--- src/hdl/smcrc_pkg.sv ---
// ----------------------------------------------------------------------------
// Soil moisture conditioner package
// Shared word types, command and result codes, and fixed field widths.
// ----------------------------------------------------------------------------
package smcrc_pkg;

   localparam int CMD_W    = 2;
   localparam int CHAN_W   = 2;
   localparam int ADC_W    = 12;   // width of the sample field
   localparam int CAL_W    = 12;   // width of a calibration point
   localparam int RAW_W    = 12;
   localparam int PCT_W    = 7;
   localparam int MASK_W   = 4;
   localparam int THRESH_W = 8;
   localparam int NUM_W    = 19;   // |raw - dry| * 100 fits here

   localparam logic [CMD_W-1:0] CMD_SAMPLE    = 2'd0;
   localparam logic [CMD_W-1:0] CMD_SNAPSHOT  = 2'd1;
   localparam logic [CMD_W-1:0] CMD_CHECK     = 2'd2;
   localparam logic [CMD_W-1:0] CMD_CALIBRATE = 2'd3;

   localparam logic KIND_READING = 1'b0;
   localparam logic KIND_RISE    = 1'b1;

   localparam logic [CAL_W-1:0]           DRY_RESET    = 12'd1700;
   localparam logic [CAL_W-1:0]           WET_RESET    = 12'd700;
   localparam logic signed [THRESH_W-1:0] THRESH_RESET = 8'sd5;
   localparam logic [PCT_W-1:0]           PCT_MAX      = 7'd100;

   typedef struct packed {
      logic [CMD_W-1:0]  cmd;
      logic [CHAN_W-1:0] channel;
      logic [ADC_W-1:0]  sample;
      logic [CAL_W-1:0]  air_value;
      logic [CAL_W-1:0]  water_value;
   } req_type;

   typedef struct packed {
      logic              kind;
      logic [CHAN_W-1:0] out_channel;
      logic [RAW_W-1:0]  raw_value;
      logic [PCT_W-1:0]  percent;
      logic              cal_error;
      logic [MASK_W-1:0] rise_mask;
      logic              tank_empty;
   } rsp_type;

   // Handshake between the front queue and the back sequencer
   typedef struct packed {
      logic    valid;
      req_type data;
   } queue_word_type;

endpackage

--- src/hdl/smcrc_front.sv ---
// ----------------------------------------------------------------------------
// Soil moisture conditioner front end
// Accepts command words and queues all but absent-channel sample/calibrate.
// ----------------------------------------------------------------------------
module smcrc_front
   import smcrc_pkg::*;
#(
   parameter int NUM_CHANNELS = 4
) (
   input  logic           clock,
   input  logic           reset,
   input  logic           req_valid,
   output logic           req_ready,
   input  req_type        req_data,
   output queue_word_type q_word,
   input  logic           q_pop
);

   localparam int DEPTH = 2;

   req_type    entry_ff [DEPTH];
   logic       wr_ptr_ff, wr_ptr_in;
   logic       rd_ptr_ff, rd_ptr_in;
   logic [1:0] count_ff, count_in;
   logic       accept;
   logic       drop;
   logic       push;
   logic       pop;

   // Sample and calibrate words for an absent channel have no effect at all
   assign drop = ((req_data.cmd == CMD_SAMPLE) || (req_data.cmd == CMD_CALIBRATE)) &&
                 (32'(req_data.channel) >= NUM_CHANNELS);

   assign req_ready = (count_ff != 2'(DEPTH));
   assign accept    = req_valid && req_ready;
   assign push      = accept && !drop;
   assign pop       = q_pop && (count_ff != 2'd0);

   assign q_word.valid = (count_ff != 2'd0);
   assign q_word.data  = entry_ff[rd_ptr_ff];

   always_comb begin
      wr_ptr_in = push ? !wr_ptr_ff : wr_ptr_ff;
      rd_ptr_in = pop ? !rd_ptr_ff : rd_ptr_ff;
      count_in  = count_ff + 2'(push) - 2'(pop);
   end

   always_ff @(posedge clock) begin
      if (reset) begin
         wr_ptr_ff <= 1'b0;
         rd_ptr_ff <= 1'b0;
         count_ff  <= 2'd0;
      end else begin
         wr_ptr_ff <= wr_ptr_in;
         rd_ptr_ff <= rd_ptr_in;
         count_ff  <= count_in;
      end
      if (push) begin
         entry_ff[wr_ptr_ff] <= req_data;
      end
   end

endmodule

--- src/hdl/smcrc_div.sv ---
// ----------------------------------------------------------------------------
// Soil moisture conditioner serial divider
// Unsigned restoring divider, one quotient bit per cycle.
// ----------------------------------------------------------------------------
module smcrc_div
   import smcrc_pkg::*;
#(
   parameter int DIVIDEND_W = 19,
   parameter int DIVISOR_W  = 12
) (
   input  logic                  clock,
   input  logic                  reset,
   input  logic                  start,
   input  logic [DIVIDEND_W-1:0] dividend,
   input  logic [DIVISOR_W-1:0]  divisor,
   output logic                  done,
   output logic [DIVIDEND_W-1:0] quotient
);

   localparam int CNT_W = $clog2(DIVIDEND_W + 1);

   logic [DIVIDEND_W-1:0] quot_ff, quot_in;
   logic [DIVISOR_W-1:0]  rem_ff, rem_in;
   logic [DIVISOR_W-1:0]  div_ff;
   logic [CNT_W-1:0]      cnt_ff;
   logic                  busy_ff;
   logic                  done_ff;
   logic [DIVISOR_W:0]    trial;
   logic [DIVISOR_W:0]    trial_sub;
   logic                  fits;

   assign trial     = {rem_ff, quot_ff[DIVIDEND_W-1]};
   assign trial_sub = trial - {1'b0, div_ff};
   assign fits      = (trial >= {1'b0, div_ff});

   always_comb begin
      rem_in  = fits ? trial_sub[DIVISOR_W-1:0] : trial[DIVISOR_W-1:0];
      quot_in = {quot_ff[DIVIDEND_W-2:0], fits};
   end

   assign done     = done_ff;
   assign quotient = quot_ff;

   always_ff @(posedge clock) begin
      if (reset) begin
         busy_ff <= 1'b0;
         done_ff <= 1'b0;
         cnt_ff  <= '0;
      end else begin
         done_ff <= 1'b0;
         if (start) begin
            busy_ff <= 1'b1;
            cnt_ff  <= CNT_W'(DIVIDEND_W);
         end else if (busy_ff) begin
            cnt_ff <= cnt_ff - 1'b1;
            if (cnt_ff == CNT_W'(1)) begin
               busy_ff <= 1'b0;
               done_ff <= 1'b1;
            end
         end
      end
      if (start) begin
         quot_ff <= dividend;
         rem_ff  <= '0;
         div_ff  <= divisor;
      end else if (busy_ff) begin
         quot_ff <= quot_in;
         rem_ff  <= rem_in;
      end
   end

endmodule

--- src/hdl/smcrc_back.sv ---
// ----------------------------------------------------------------------------
// Soil moisture conditioner back end
// Executes queued commands: accumulation, calibration mapping, snapshot, rise check.
// ----------------------------------------------------------------------------
module smcrc_back
   import smcrc_pkg::*;
#(
   parameter int NUM_CHANNELS        = 4,
   parameter int SAMPLES_PER_READING = 5,
   parameter int ADC_BITS            = 12
) (
   input  logic                clock,
   input  logic                reset,
   input  queue_word_type      q_word,
   output logic                q_pop,
   output logic                rsp_valid,
   input  logic                rsp_ready,
   output rsp_type             rsp_data,
   input  logic                csr_we,
   input  logic [THRESH_W-1:0] csr_wdata
);

   localparam int SAMPLE_W = (ADC_BITS < ADC_W) ? ADC_BITS : ADC_W;
   localparam int CNT_W    = $clog2(SAMPLES_PER_READING + 1);
   localparam int SUM_W    = SAMPLE_W + CNT_W;
   localparam int IDX_W    = (NUM_CHANNELS > 1) ? $clog2(NUM_CHANNELS) : 1;
   localparam int ROSE_W   = (NUM_CHANNELS > MASK_W) ? NUM_CHANNELS : MASK_W;

   // Mean by reciprocal multiply; the shift is wide enough that the floor is
   // exact for every sum the accumulator can reach.
   localparam int MEAN_SH     = SUM_W + CNT_W;
   localparam int RECIP_W     = MEAN_SH + 1;
   localparam int MEAN_PROD_W = SUM_W + RECIP_W;
   localparam logic [RECIP_W-1:0] MEAN_RECIP =
      RECIP_W'((2**MEAN_SH + SAMPLES_PER_READING - 1) / SAMPLES_PER_READING);

   typedef enum logic [2:0] {
      ST_IDLE,
      ST_MEAN,
      ST_SCALE,
      ST_DIV_PCT,
      ST_EMIT
   } state_type;

   state_type                   state_ff, state_in;
   rsp_type                     res_ff, res_in;
   logic                        rsp_valid_ff, rsp_valid_in;
   rsp_type                     rsp_data_ff, rsp_data_in;
   logic signed [THRESH_W-1:0]  thr_ff;
   logic [SUM_W-1:0]            mean_sum_ff, mean_sum_in;
   logic [CAL_W-1:0]            dry_ff  [NUM_CHANNELS];
   logic [CAL_W-1:0]            dry_in  [NUM_CHANNELS];
   logic [CAL_W-1:0]            wet_ff  [NUM_CHANNELS];
   logic [CAL_W-1:0]            wet_in  [NUM_CHANNELS];
   logic [SUM_W-1:0]            sum_ff  [NUM_CHANNELS];
   logic [SUM_W-1:0]            sum_in  [NUM_CHANNELS];
   logic [CNT_W-1:0]            cnt_ff  [NUM_CHANNELS];
   logic [CNT_W-1:0]            cnt_in  [NUM_CHANNELS];
   logic [PCT_W-1:0]            cur_ff  [NUM_CHANNELS];
   logic [PCT_W-1:0]            cur_in  [NUM_CHANNELS];
   logic [PCT_W-1:0]            snap_ff [NUM_CHANNELS];
   logic [PCT_W-1:0]            snap_in [NUM_CHANNELS];

   logic [IDX_W-1:0]            q_idx;
   logic [IDX_W-1:0]            r_idx;
   logic [SUM_W-1:0]            acc;
   logic [CNT_W-1:0]            cnt_next;
   logic [MEAN_PROD_W-1:0]      mean_prod;
   logic [RAW_W-1:0]            mean_raw;
   logic [ROSE_W-1:0]           rose;
   logic signed [CAL_W:0]       diff;
   logic signed [CAL_W:0]       span;
   logic [CAL_W:0]              diff_neg;
   logic [CAL_W:0]              span_neg;
   logic [CAL_W-1:0]            diff_mag;
   logic [CAL_W-1:0]            span_mag;
   logic [NUM_W-1:0]            prod;
   logic                        in_range;
   logic                        div_start;
   logic [NUM_W-1:0]            div_dividend;
   logic [CAL_W-1:0]            div_divisor;
   logic                        div_done;
   logic [NUM_W-1:0]            div_quot;

   smcrc_div #(
      .DIVIDEND_W (NUM_W),
      .DIVISOR_W  (CAL_W)
   ) u_div (
      .clock    (clock),
      .reset    (reset),
      .start    (div_start),
      .dividend (div_dividend),
      .divisor  (div_divisor),
      .done     (div_done),
      .quotient (div_quot)
   );

   assign q_idx    = IDX_W'(q_word.data.channel);
   assign r_idx    = IDX_W'(res_ff.out_channel);
   assign acc      = sum_ff[q_idx] + SUM_W'(q_word.data.sample[SAMPLE_W-1:0]);
   assign cnt_next = cnt_ff[q_idx] + 1'b1;

   assign mean_prod = MEAN_PROD_W'(mean_sum_ff) * MEAN_PROD_W'(MEAN_RECIP);
   assign mean_raw  = RAW_W'(mean_prod >> MEAN_SH);

   // Mapping operands: sign of (raw - dry) against sign of (wet - dry)
   assign diff     = $signed({1'b0, res_ff.raw_value}) - $signed({1'b0, dry_ff[r_idx]});
   assign span     = $signed({1'b0, wet_ff[r_idx]}) - $signed({1'b0, dry_ff[r_idx]});
   assign diff_neg = -diff;
   assign span_neg = -span;
   assign diff_mag = diff[CAL_W] ? diff_neg[CAL_W-1:0] : diff[CAL_W-1:0];
   assign span_mag = span[CAL_W] ? span_neg[CAL_W-1:0] : span[CAL_W-1:0];
   assign prod     = NUM_W'(diff_mag) * NUM_W'(PCT_MAX);
   // Quotient is positive only for a nonzero numerator of the same sign
   assign in_range = (diff != '0) && (diff[CAL_W] == span[CAL_W]);

   // Rise check, one comparator per channel
   always_comb begin
      logic signed [THRESH_W-1:0] delta;
      rose = '0;
      for (int i = 0; i < NUM_CHANNELS; i++) begin
         delta = $signed({1'b0, cur_ff[i]}) - $signed({1'b0, snap_ff[i]});
         rose[i] = (delta >= thr_ff);
      end
   end

   always_comb begin
      state_in     = state_ff;
      res_in       = res_ff;
      rsp_valid_in = rsp_valid_ff && !rsp_ready;
      rsp_data_in  = rsp_data_ff;
      mean_sum_in  = mean_sum_ff;
      dry_in       = dry_ff;
      wet_in       = wet_ff;
      sum_in       = sum_ff;
      cnt_in       = cnt_ff;
      cur_in       = cur_ff;
      snap_in      = snap_ff;
      q_pop        = 1'b0;
      div_start    = 1'b0;
      div_dividend = '0;
      div_divisor  = '0;

      unique case (state_ff)
         ST_IDLE: begin
            if (q_word.valid) begin
               q_pop = 1'b1;
               unique case (q_word.data.cmd)
                  CMD_SAMPLE: begin
                     if (cnt_next < CNT_W'(SAMPLES_PER_READING)) begin
                        sum_in[q_idx] = acc;
                        cnt_in[q_idx] = cnt_next;
                     end else begin
                        // Last sample: clear accumulator, hold the sum for the mean
                        sum_in[q_idx]      = '0;
                        cnt_in[q_idx]      = '0;
                        res_in             = '0;
                        res_in.kind        = KIND_READING;
                        res_in.out_channel = q_word.data.channel;
                        mean_sum_in        = acc;
                        state_in           = ST_MEAN;
                     end
                  end
                  CMD_SNAPSHOT: begin
                     snap_in = cur_ff;
                  end
                  CMD_CHECK: begin
                     res_in            = '0;
                     res_in.kind       = KIND_RISE;
                     res_in.rise_mask  = rose[MASK_W-1:0];
                     res_in.tank_empty = ~|rose;
                     state_in          = ST_EMIT;
                  end
                  CMD_CALIBRATE: begin
                     dry_in[q_idx] = q_word.data.air_value;
                     wet_in[q_idx] = q_word.data.water_value;
                  end
                  default: begin
                  end
               endcase
            end
         end
         ST_MEAN: begin
            res_in.raw_value = mean_raw;
            if (dry_ff[r_idx] == wet_ff[r_idx]) begin
               res_in.percent   = '0;
               res_in.cal_error = 1'b1;
               state_in         = ST_EMIT;
            end else begin
               state_in = ST_SCALE;
            end
         end
         ST_SCALE: begin
            if (in_range) begin
               div_start    = 1'b1;
               div_dividend = prod;
               div_divisor  = span_mag;
               state_in     = ST_DIV_PCT;
            end else begin
               res_in.percent = '0;
               state_in       = ST_EMIT;
            end
         end
         ST_DIV_PCT: begin
            if (div_done) begin
               res_in.percent = (div_quot > NUM_W'(PCT_MAX)) ? PCT_MAX
                                                            : div_quot[PCT_W-1:0];
               state_in       = ST_EMIT;
            end
         end
         ST_EMIT: begin
            if (!rsp_valid_ff || rsp_ready) begin
               rsp_valid_in = 1'b1;
               rsp_data_in  = res_ff;
               if (res_ff.kind == KIND_READING) begin
                  cur_in[r_idx] = res_ff.percent;
               end
               state_in = ST_IDLE;
            end
         end
         default: begin
            state_in = ST_IDLE;
         end
      endcase
   end

   assign rsp_valid = rsp_valid_ff;
   assign rsp_data  = rsp_data_ff;

   always_ff @(posedge clock) begin
      if (reset) begin
         state_ff     <= ST_IDLE;
         rsp_valid_ff <= 1'b0;
         thr_ff       <= THRESH_RESET;
         for (int i = 0; i < NUM_CHANNELS; i++) begin
            dry_ff[i]  <= DRY_RESET;
            wet_ff[i]  <= WET_RESET;
            sum_ff[i]  <= '0;
            cnt_ff[i]  <= '0;
            cur_ff[i]  <= '0;
            snap_ff[i] <= '0;
         end
      end else begin
         state_ff     <= state_in;
         rsp_valid_ff <= rsp_valid_in;
         if (csr_we) begin
            thr_ff <= $signed(csr_wdata);
         end
         dry_ff  <= dry_in;
         wet_ff  <= wet_in;
         sum_ff  <= sum_in;
         cnt_ff  <= cnt_in;
         cur_ff  <= cur_in;
         snap_ff <= snap_in;
      end
      res_ff      <= res_in;
      rsp_data_ff <= rsp_data_in;
      mean_sum_ff <= mean_sum_in;
   end

endmodule

--- src/hdl/soil_moisture_calibrate_and_rise_check.sv ---
// ----------------------------------------------------------------------------
// Soil moisture calibrate and rise check
// Multi-channel moisture conditioner with two-point calibration and rise test.
// ----------------------------------------------------------------------------
// Each request word carries one command. A sample word adds one ADC reading
// to its channel's accumulator; the last sample of a reading produces one
// reading word with the truncated mean and the calibrated percent (dry point
// maps to 0, wet point to 100, truncated toward zero, clamped to 0..100, and
// percent 0 with cal_error set when the two points are equal). A snapshot word
// copies all current percents; a check word returns one rise word whose mask
// has a bit per channel that rose by at least the threshold register, with
// tank_empty set when none did. Calibrate words load a channel's dry/wet pair.
// Sample and calibrate words for a channel at or above NUM_CHANNELS are
// dropped. Request words enter a two-word queue, so the port takes up to two
// more words while a result waits on the response side. The back end runs one
// word at a time. For a reading, the mean comes from a registered reciprocal
// multiply, and the percent from one pass through the 19-bit serial divider at
// one quotient bit per cycle. A reading with an equal pair, or one at the dry
// point or on its dry side, skips the divider. There is no clearing pass after
// reset.
// ----------------------------------------------------------------------------
module soil_moisture_calibrate_and_rise_check
   import smcrc_pkg::*;
#(
   parameter int NUM_CHANNELS        = 4,
   parameter int SAMPLES_PER_READING = 5,
   parameter int ADC_BITS            = 12
) (
   input  logic                clock,
   input  logic                reset,
   input  logic                req_valid,
   output logic                req_ready,
   input  req_type             req_data,
   output logic                rsp_valid,
   input  logic                rsp_ready,
   output rsp_type             rsp_data,
   input  logic                csr_we,
   input  logic [THRESH_W-1:0] csr_wdata
);

   queue_word_type q_word;
   logic           q_pop;

   // Front: accept, queue all but absent-channel sample/calibrate words
   smcrc_front #(
      .NUM_CHANNELS (NUM_CHANNELS)
   ) u_front (
      .clock     (clock),
      .reset     (reset),
      .req_valid (req_valid),
      .req_ready (req_ready),
      .req_data  (req_data),
      .q_word    (q_word),
      .q_pop     (q_pop)
   );

   // Back: per-channel state, divider sequencing and the result register
   smcrc_back #(
      .NUM_CHANNELS        (NUM_CHANNELS),
      .SAMPLES_PER_READING (SAMPLES_PER_READING),
      .ADC_BITS            (ADC_BITS)
   ) u_back (
      .clock     (clock),
      .reset     (reset),
      .q_word    (q_word),
      .q_pop     (q_pop),
      .rsp_valid (rsp_valid),
      .rsp_ready (rsp_ready),
      .rsp_data  (rsp_data),
      .csr_we    (csr_we),
      .csr_wdata (csr_wdata)
   );

endmodule

--- config.mk ---
export PLATFORM = sky130hd
export DESIGN_NAME = soil_moisture_calibrate_and_rise_check
export DESIGN_NICKNAME = d
export VERILOG_FILES = /design/src/hdl/smcrc_pkg.sv /design/src/hdl/smcrc_front.sv /design/src/hdl/smcrc_div.sv /design/src/hdl/smcrc_back.sv /design/src/hdl/soil_moisture_calibrate_and_rise_check.sv
export SDC_FILE = /design/constraint.sdc
export NUM_CORES = 1
export LEC_CHECK = 0
export BUFFER_PORTS_ARGS = -buffer_cell sky130_fd_sc_hd__buf_2
export CORE_MARGIN = 2
export CORE_UTILIZATION = 55
export DETAILED_ROUTE_END_ITERATION = 6
export PLACE_DENSITY_LB_ADDON = 0.12
export SYNTH_ARGS = -nofsm -noshare
export SYNTH_HDL_FRONTEND = slang
export SYNTH_HIERARCHICAL = 1
export SYNTH_SLANG_ARGS = --single-unit
--- constraint.sdc ---
create_clock -name clock -period 8.5 [get_ports clock]
set_input_delay 0.425 -clock clock [delete_from_list [all_inputs] [get_ports clock]]
set_output_delay 0.425 -clock clock [all_outputs]
set_load 0.005 [all_outputs]
Word-level counts from Yosys, hierarchy flattened
Memories as Yosys holds them, arrays and structs flattened. A register that Yosys moved wholly into a read port is not among the register bits.
Index checks and enable logic that the tools add are counted.
{"block": "op_classes", "n_bitwise": 9, "mux": 68, "addsub": 14, "eq_ne": 19, "n_lt_le_gt_ge": 11, "n_mul": 2, "reduce_logical": 35}
{"operator": "two-way mux 12 bit", "count": 9}
{"operator": "bitwise mux 48 bit", "count": 2}
{"operator": "two-way mux 19 bit", "count": 4}
{"operator": "bitwise AND 60 bit", "count": 1}
{"operator": "bitwise mux 60 bit", "count": 1}
{"operator": "two-way mux 60 bit", "count": 1}
{"operator": "inverter 60 bit", "count": 1}
{"operator": "case mux 28 bit (2 select lines)", "count": 1}
{"operator": "binary-select mux 12 bit (select 2 bit)", "count": 2}
{"operator": "two-way mux 15 bit", "count": 3}
{"operator": ">= comparator 8 bit", "count": 4}
{"operator": "subtractor 7 x 7 -> 8 bit", "count": 4}
{"operator": "binary-select mux 15 bit (select 2 bit)", "count": 1}
{"operator": "demux 15 bit (select 2 bit)", "count": 1}
{"operator": "multiplier 15 x 16 -> 30 bit (second input constant)", "count": 1}
{"operator": "bitwise mux 28 bit", "count": 1}
{"operator": "two-way mux 28 bit", "count": 1}
{"operator": "two-way mux 7 bit", "count": 4}
{"operator": "case mux 7 bit (4 select lines)", "count": 1}
{"operator": "two-way mux 3 bit", "count": 9}
{"operator": "subtractor 12 x 12 -> 13 bit", "count": 2}
{"operator": "two-way mux 25 bit", "count": 1}
{"operator": "demux 12 bit (select 2 bit)", "count": 1}
{"operator": "negator 12 bit", "count": 2}
{"operator": "other kinds (54)", "count": 100}
{"block": "totals", "ram_bits": 80, "output_inout_bits": 30, "reg_bits": 361, "wordCells": 211, "mem_count": 1}
{"name": "u_front.entry_ff", "depth": 2, "width": 40, "read_ports": 1, "rd_ports_with_merged_regs": 1, "write_ports": 1, "line_no": "smcrc_front.sv:21", "text": "req_type entry_ff [DEPTH];"}

Logic depth before layout (Yosys ltp)
Gate-level depths: netlist (run 1).
{"block": "depth", "word_depth": 11, "ltp_mapped": 29, "ltp_nobuf": 25}

By module
Netlist (run 1), hierarchy kept.
{"mod": "smcrc_back", "cells_each": 2267, "n_inst": 1, "seq_area_each_um2": 6856.6, "area_per_inst_um2": 20415.8}
{"mod": "smcrc_front", "cells_each": 153, "n_inst": 1, "seq_area_each_um2": 2502.4, "area_per_inst_um2": 3133.0}
{"mod": "smcrc_div", "cells_each": 224, "n_inst": 1, "seq_area_each_um2": 1311.3, "area_per_inst_um2": 2602.5}

Worst setup path after synthesis (run 1)
No wires, ideal clock.
{"block": "synth_path", "path_kind": "register -> register", "startpoint": "reg u_back.res_ff, in the netlist u_back/r_idx[0]", "endpoint": "reg u_back.u_div.quot_ff[18] (netlist: u_back/u_div/quotient[18]), data pin", "path_slack_ns": 1.515, "arrival_ns": 6.725, "stages_incl_launch_ff": 28, "t_required_ns": 8.240, "period_less_slack_ns": 6.985, "cell_sequence": "edfxtp_1 clkbuf_1 clkbuf_1 mux4_2 inv_1 ha_1 a21o_1 a21oi_1 nand2_2 a311oi_4 clkbuf_1 nand2_1 xnor2_1 ha_1 ha_1 ha_1 xor2_1 ha_1 nor2b_1 o21ai_0 a21boi_0 o211ai_1 nand2_1 a41o_1 o41ai_1 xor2_1 nor2_1 mux2_2"}
{"block": "synth_via", "elab_chain_len": 11, "elab_cells_between_ends": 20, "cone_classes": "add/sub: 3; mul: 1; eq/ne: 1; mux: 12; bitwise: 1; reduce/logical: 2"}
{"item": "from (decl)", "line_no": "smcrc_back.sv:46", "text": "rsp_type res_ff, res_in;"}
{"item": "from (signal assigned)", "line_no": "smcrc_back.sv:256", "text": "res_ff <= res_in;"}
{"item": "inverter 2 -> 3 bit (not written as such) *", "line_no": "smcrc_back.sv:107, smcrc_back.sv:108"}
{"item": "binary-select mux 12 bit (select 2 bit)", "line_no": "smcrc_back.sv:107, smcrc_back.sv:108"}
{"item": "two-way mux 12 bit (not written as such) (2 in series)", "line_no": "smcrc_back.sv:107, smcrc_back.sv:108"}
{"item": "subtractor 12 x 12 -> 13 bit", "line_no": "smcrc_back.sv:107", "text": "assign diff = $signed({1'b0, res_ff.raw_value}) - $signed({1'b0, dry_ff[r_idx]});"}
{"item": "negator 12 bit", "line_no": "smcrc_back.sv:109", "text": "assign diff_neg = -diff;"}
{"item": "two-way mux 12 bit", "line_no": "smcrc_back.sv:111", "text": "assign diff_mag = diff[CAL_W] ? diff_neg[CAL_W-1:0] : diff[CAL_W-1:0];"}
{"item": "multiplier 12 x 5 -> 17 bit", "line_no": "smcrc_back.sv:113", "text": "assign prod = NUM_W'(diff_mag) * NUM_W'(PCT_MAX);"}
{"item": "two-way mux 19 bit *", "line_no": "smcrc_back.sv:194", "text": "if (in_range) begin"}
{"item": "two-way mux 19 bit *", "line_no": "smcrc_back.sv:144", "text": "unique case (state_ff)"}
{"item": "named net u_back.div_dividend[18]", "line_no": "smcrc_back.sv:80", "text": "logic [NUM_W-1:0] div_dividend;"}
{"item": "two-way mux 19 bit *", "line_no": "smcrc_div.sv:62", "text": "if (start) begin"}
{"item": "to (signal assigned)", "line_no": "smcrc_div.sv:63", "text": "quot_ff <= dividend;"}
{"item": "to (signal assigned)", "line_no": "smcrc_div.sv:67", "text": "quot_ff <= quot_in;"}
{"item": "to (decl)", "line_no": "smcrc_div.sv:22", "text": "logic [DIVIDEND_W-1:0] quot_ff, quot_in;"}
The timed path passes the listed nets; every way through them passes the cells marked *. The select of a mux whose other input is x is not followed.
A chain may end at the register's enable or synchronous reset.

Worst setup path after layout (run 1)
{"block": "layout_path", "startpoint": "reg u_back.res_ff, in the netlist u_back/r_idx[1]", "endpoint": "reg u_back.u_div.quot_ff[18] (netlist: u_back/u_div/quotient[18]), data pin"}
The elaborated chain is that of the path after synthesis.

==> results.py, run 1 <==
metrics = {
    "synthesis": {
        "netlist_instances": 2644,
        "ys_async_sr_fraction_pct": 0,
        "synth_cell_types": 87,
        "synth_warnings": 6,
        "yosys-top-cells-count": "nand2_1 (414), ha_1 (263), dfxtp_1 (260)",
        "avgSynthCellArea_um2": 9.89,
        "synth_seq_cells": 442,
        "synth_most_common_cell": "nand2_1",
        "synth_top_area_cell": "edfxtp_1",
        "synth_area_um2": 26200,
        "ys_seq_area_share_pct": 40.8,
        "synth-edff-count": 182,
        "synthTopCellsByArea": "edfxtp_1 (21%), dfxtp_1 (20%), ha_1 (13%)",
        "synth_ff_type": "dfxtp_1",
        "synth_top_area_share_pct": 20.9,
    },
    "timing": {
        "slew_viol_final": 0,
        "max_freq_mhz": 138,
        "period_share_pct": 85.5,
        "relSlewSlack_pct": 14.6,
        "finalWorstSetupSlack_ps": 1230,
        "rsz0062_at_grt": "false",
        "fin_skew_ps": 30.2,
        "hold_violations": 0,
        "finalSetupTns_ps": 0,
        "worstMarginPinSlew_ps": 1280,
        "setup_viol": 0,
        "min_period_ps": 7270,
    },
    "power": {
        "power.share.clock_pct": 18.5,
        "p_sw_mw": 4.95,
        "peakVddDrop_mv": 1.10,
        "p_int_mw": 6.64,
        "p_leak_nw": 12.0,
        "power.share.combinational_pct": 57.5,
        "seqPwrFrac_pct": 24.1,
        "p_sw_share_pct": 42.7,
        "power.density_nw_per_um2": 401,
    },
    "hold_path": {
        "min_path_type": "in -> reg",
    },
    "clocking": {
        "cts_made_buffers": 49,
        "path_clk_slew_ps": 60,
        "cts_root_buf": "clkbuf_16",
        "cts_tree": "yes",
        "cts.path.max_buffers": 3,
        "numClockSinks": 442,
        "worstSkewPairLatency_ps": 600,
        "post_cts_resized": 0,
        "htreeDepth": 2,
    },
    "routing": {
        "drt_iter0_markers": 1192,
        "drc": 0,
        "drtPass1Iterations": 5,
        "wl_per_cell_um": 18.3,
        "vias": 18938,
        "final_antenna_net_count": 0,
        "routed_wl_um": 61700,
        "via_per_inst": 5.63,
    },
    "worst_setup_path": {
        "path_class": "reg -> reg",
        "critPathBufInv": 2,
        "cp_slowest_cell": "edfxtp_1",
        "critical-path-max-stage-delay_ps": 790,
        "cpMostUsedCell": "ha_1",
        "crit_arrival_ps": 7590,
        "cp.required_ps": 8820,
        "critPathTopFamily": "compound AO/OA/AOI/OAI gates",
        "critical_path.max_fanout": 19,
        "crit_path_end_kind": "register",
        "startpoint_type": "register",
    },
    "grt": {
        "overflow": 0,
        "gr-usage-met1_pct": 33.6,
        "busiest_layer": "met2",
        "grt_max_degree": 106,
        "grt_pass1_wl_um": 100000,
        "antenna_found_initial": 1,
        "grtUsageMet3_pct": 3.34,
        "use_met2_pct": 43.6,
        "grt_pass1_vias": 19221,
        "grt_util_all_layers_pct": 25.4,
    },
    "die": {
        "start_util_pct": 55.9,
        "die_area_um2": 49300,
        "die_x_um": 222,
        "coreArea_um2": 46800,
        "ios": 83,
        "row_count": 79,
        "die_y_um": 222,
    },
    "cells_and_area": {
        "drive_gt1_share_pct": 10.2,
        "syn2layout_area_growth_pct": 10.6,
        "fin_util_pct": 61.8,
        "final_nets": 3102,
    },
    "placement": {
        "io_buffers": 82,
        "dp_hpwl_um": 44000,
        "gp_congestion": 0.927,
        "pre_cts_ws_ps": 1290,
    },
    "flow_run": {
        "max-cap-violations": 0,
    },
    "status": {
        "status": "finished clean",
    },
}
## cells by family (layout without fill, tap and decap cells)
group | after synthesis | in the layout | synth area share (%)
buf+inv | 335 | 444 | 4.94
other cells | 1 | 3 | 0.0143
flops | 442 | 442 | 40.8
mux | 136 | 136 | 7.50
simple gates | 857 | 857 | 14.8
compound gates | 428 | 428 | 10.1
xor+xnor | 109 | 109 | 3.65
fa+ha+maj | 336 | 336 | 18.2
## final cells by class
| type | count | area (um2) |
|---|---|---|
| fill | 3874 | 17800 |
| multi-input combinational | 1868 | 14200 |
| sequential | 442 | 10700 |
| clock buffer | 71 | 1420 |
| inverter | 230 | 863 |
| timing repair buffer | 122 | 762 |
| tap | 607 | 759 |
| clock inverter | 21 | 218 |
| antenna | 1 | 2.50 |
## path summary, 6_finish.rpt
kind	from	to	slack [ps]	cells after the start
worst max-delay path	u_back/r_idx[1]$_SDFFCE_PN0P_	u_back/u_div/quotient[18]$_DFFE_PP_	1230	25
worst min-delay path	req_data[20]	u_front/entry_ff[1][20]$_DFFE_PP_	20	1
worst max register to register	u_back/r_idx[1]$_SDFFCE_PN0P_	u_back/u_div/quotient[18]$_DFFE_PP_	1230	25
worst min register to register	u_back/res_ff[0]$_SDFFCE_PP0P_	u_back/rsp_data[0]$_DFFE_PP_	420	0
## layer usage
metal	routed length, um	vias up	part of all wire (%)
met3	2760	108	4.5
met4	1560	2	2.5
met5	11	-	0.018
met2	29800	408	48
li1	-	9267	-
met1	27600	9153	45
## layout by cell type, fill, tap and decap left out, types with 24 or more instances in the layout
cell / n
fa_1: 73
mux2_1: 40
dfxtp_1: 259
nand3_1: 88
nor2_1: 162
xor2_1: 46
clkbuf_16: 52
o21ai_0: 54
buf_2: 81
nand2b_1: 24
mux4_2: 42
xnor2_1: 63
nand2_1: 414
a21oi_1: 219
ha_1: 263
inv_1: 228
edfxtp_1: 182
nor2b_1: 28
mux2i_1: 35
and2_1: 25
a21o_1: 32
## worst reg2reg max path: cells and delay by family, from the launching register on
family                   cells  cell delay [ps]
multiplexers                 2              620
adder cells (fa/ha/maj)      5             1550
AND/OR/NAND/NOR              5              580
XOR/XNOR                     3              670
flip-flops                   1              790
AO/OA/AOI/OAI                8             2240
buffers and inverters        2              560
## sequential cells by signal (all words and copies together) (netlist names), 26 cells and up, named ones only
name and flops:
u_back/res_ff 26, u_back/sum_ff 60, u_back/dry_ff 48, u_back/wet_ff 48, u_back/cur_ff 28, u_front/entry_ff 80
u_back/snap_ff 28, u_back/rsp_data 28
## per-stage QoR
step                      hold slack, ps  instance area (um2)  power [mW]  instances
after global placement               406                27100        9.38       3251
after floorplan                      400                26200        8.08       2645
final                               24.3                28900        11.6       3362
after global routing                4.26                28900        12.8       3361
after CTS                          0.101                28900        11.7       3361
after detailed placement             410                27100        9.50       3251
## what timing repair did
item | in CTS | in global routing
setup buffers | 0 | 0
hold buffers | 18 | 0
hold endpoints to repair | 36 | 0
## power by group through the flow
stage                     clock (mW)  combinational [mW]  sequential, mW
after global placement             0                6.56            2.82
after detailed placement           0                6.67            2.83
after floorplan                    0                5.38            2.70
final                           2.14                6.66            2.79
after CTS                       2.18                6.74            2.79
after global routing            2.27                7.75            2.81
Power figures use the tool's default switching activity.
==> inputs of run 2 (changes only) <==
Clock period 8.5 ns to 8.56 ns, I/O delays scaled along.
==> results.py, run 2 (same netlist as run 1, synthesis figures left out) <==
metrics = {
    "cells_and_area": {
        "largest_reg_flops": 80,
        "num-fill-cells": 3924,
        "drive_gt1_share_pct": 10.3,
        "final_nets": 3084,
        "syn2layout_area_growth_pct": 9.99,
        "largestRegisters": "u_front/entry_ff x80, u_back/sum_ff x60",
        "regMostFlops": "u_front/entry_ff",
        "final_cell_mix": "nand2_1 (414), ha_1 (263), dfxtp_1 (259), inv_1 (228), a21oi_1 (219)",
        "layout_commonest_cell": "nand2_1",
    },
    "timing": {
        "max_freq_mhz": 137,
        "worstMarginPinSlew_ps": 1310,
        "finalSetupTns_ps": 0,
        "slew_viol_final": 0,
        "min_period_ps": 7300,
        "fin_skew_ps": 21.4,
        "setup_viol": 0,
        "relSlewSlack_pct": 12.5,
        "period_share_pct": 85.3,
        "rsz0062_at_grt": "false",
        "finalWorstSetupSlack_ps": 1260,
        "hold_violations": 0,
    },
    "power": {
        "power.density_nw_per_um2": 404,
        "p_leak_nw": 11.9,
        "peakVddDrop_mv": 0.936,
    },
    "grt": {
        "grt_pass1_wl_um": 99200,
        "antenna_found_initial": 1,
        "grt_max_degree": 101,
        "overflow": 0,
        "grt_util_all_layers_pct": 25.2,
        "grt_pass1_vias": 18967,
    },
    "die": {
        "ios": 83,
        "die_y_um": 222,
        "coreArea_um2": 46800,
        "die_x_um": 222,
        "die_area_um2": 49300,
        "row_count": 79,
        "start_util_pct": 55.9,
    },
    "routing": {
        "vias": 18893,
        "final_antenna_net_count": 0,
        "routed_wl_um": 61700,
        "drt_iter0_markers": 1347,
        "drtPass1Iterations": 6,
        "wl_per_cell_um": 18.5,
        "via_per_inst": 5.65,
        "drc": 0,
    },
    "worst_setup_path": {
        "crit_path_end_kind": "register",
        "critPathLaunch": "u_back/r_idx[1]$_SDFFCE_PN0P_",
        "crit_arrival_ps": 7620,
        "cp.required_ps": 8880,
        "path_class": "reg -> reg",
        "r2r_start": "u_back/r_idx[1]$_SDFFCE_PN0P_",
        "critical_path.max_fanout": 19,
        "startpoint_type": "register",
    },
    "placement": {
        "io_buffers": 82,
        "dp_hpwl_um": 44100,
        "pre_cts_ws_ps": 1340,
        "gp_congestion": 0.927,
    },
    "clocking": {
        "cts_tree": "yes",
        "worstSkewPairLatency_ps": 590,
        "cts.path.max_buffers": 3,
        "htreeDepth": 2,
        "cts_root_buf": "clkbuf_16",
        "cts_made_buffers": 48,
        "path_clk_slew_ps": 60,
        "numClockSinks": 442,
    },
    "hold_path": {
        "worstHoldStart": "req_data[37]",
        "min_path_type": "in -> reg",
    },
    "status": {
        "status": "finished clean",
    },
    "flow_run": {
        "max-cap-violations": 0,
    },
}
-- run 2: cell count changes in the layout (fill, tap and decap cells not counted), sizes merged --
cell         before  now
dlygate4sd3      18    1
clkbuf           71   63
bufinv            3    7
clkinv           15   12
clkinvlp          1    3
diode             1    2
inv             232  233
-- run 2: worst paths after layout --
| check | to | slack (ps) | depth (start not counted) |
|---|---|---|---|
| worst max-delay path | u_back/u_div/quotient[18]$_DFFE_PP_ | 1260 | 25 |
| worst min-delay path | u_front/entry_ff[0][37]$_DFFE_PP_ | 30 | 1 |
| worst max register to register | u_back/u_div/quotient[18]$_DFFE_PP_ | 1260 | 25 |
| worst min register to register | u_back/rsp_data[1]$_DFFE_PP_ | 430 | 0 |
-- run 2: final cells by class --
cell class | count | area (um2) | area share (%)
multi-input combinational | 1868 | 14200 | 49.4
sequential | 442 | 10700 | 37.1
clock buffer | 63 | 1340 | 4.66
inverter | 230 | 863 | 3.00
tap | 607 | 759 | 2.64
timing repair buffer | 105 | 592 | 2.06
clock inverter | 25 | 314 | 1.09
antenna | 2 | 5.00 | 0.0174
-- run 2: worst max-delay path: stages, from the launching register on --
cell	delay, ps
edfxtp_1	790
buf_4	410
mux4_2	350
inv_1	110
ha_1	310
a21o_1	220
a21oi_1	260
nand2_2	120
a311oi_4	570
nand2_1	130
xnor2_1	320
ha_1	290
ha_1	300
ha_1	330
xor2_1	170
ha_1	340
nor2b_1	160
o21ai_0	220
a21boi_0	210
o211ai_1	200
nand2_1	100
a41o_1	260
o41ai_1	330
xor2_1	190
nor2_1	50
mux2_2	270
-- run 2: power breakdown --
| group | switching [mW] | internal [mW] |
|---|---|---|
| sequential | 0.220 | 2.55 |
| combinational | 3.88 | 2.81 |
| clock | 0.856 | 1.31 |
-- run 2: stage by stage --
| step | total power, mW | util (%) | instance area (um2) | hold WS, ps | cells |
|---|---|---|---|---|---|
| after floorplan | 8.03 | - | 26200 | 400 | 2645 |
| after global placement | 9.32 | 58.0 | 27100 | 406 | 3251 |
| after detailed placement | 9.48 | 58.0 | 27100 | 410 | 3251 |
| after CTS | 11.7 | 61.5 | 28800 | 0.344 | 3340 |
| after global routing | 12.8 | 61.5 | 28800 | 13.1 | 3340 |
| final | 11.6 | 61.5 | 28800 | 26.1 | 3342 |
-- run 2: timing repair --
action,4_1_cts,5_1_grt
setup buffers,0,0
setup endpoints to repair,0,0
gates resized for setup,0,0
endpoints found under the hold margin,2,0
hold buffers,1,0
-- run 2: per-layer routing --
layer	vias up	part of all wire (%)	track usage, %	routed length [um]
met4	0	3.3	9.02	2050
met1	9133	44	32.8	27200
li1	9222	-	-	-
met3	103	4.7	3.59	2880
met5	-	0	0	0
met2	435	48	42.9	29500
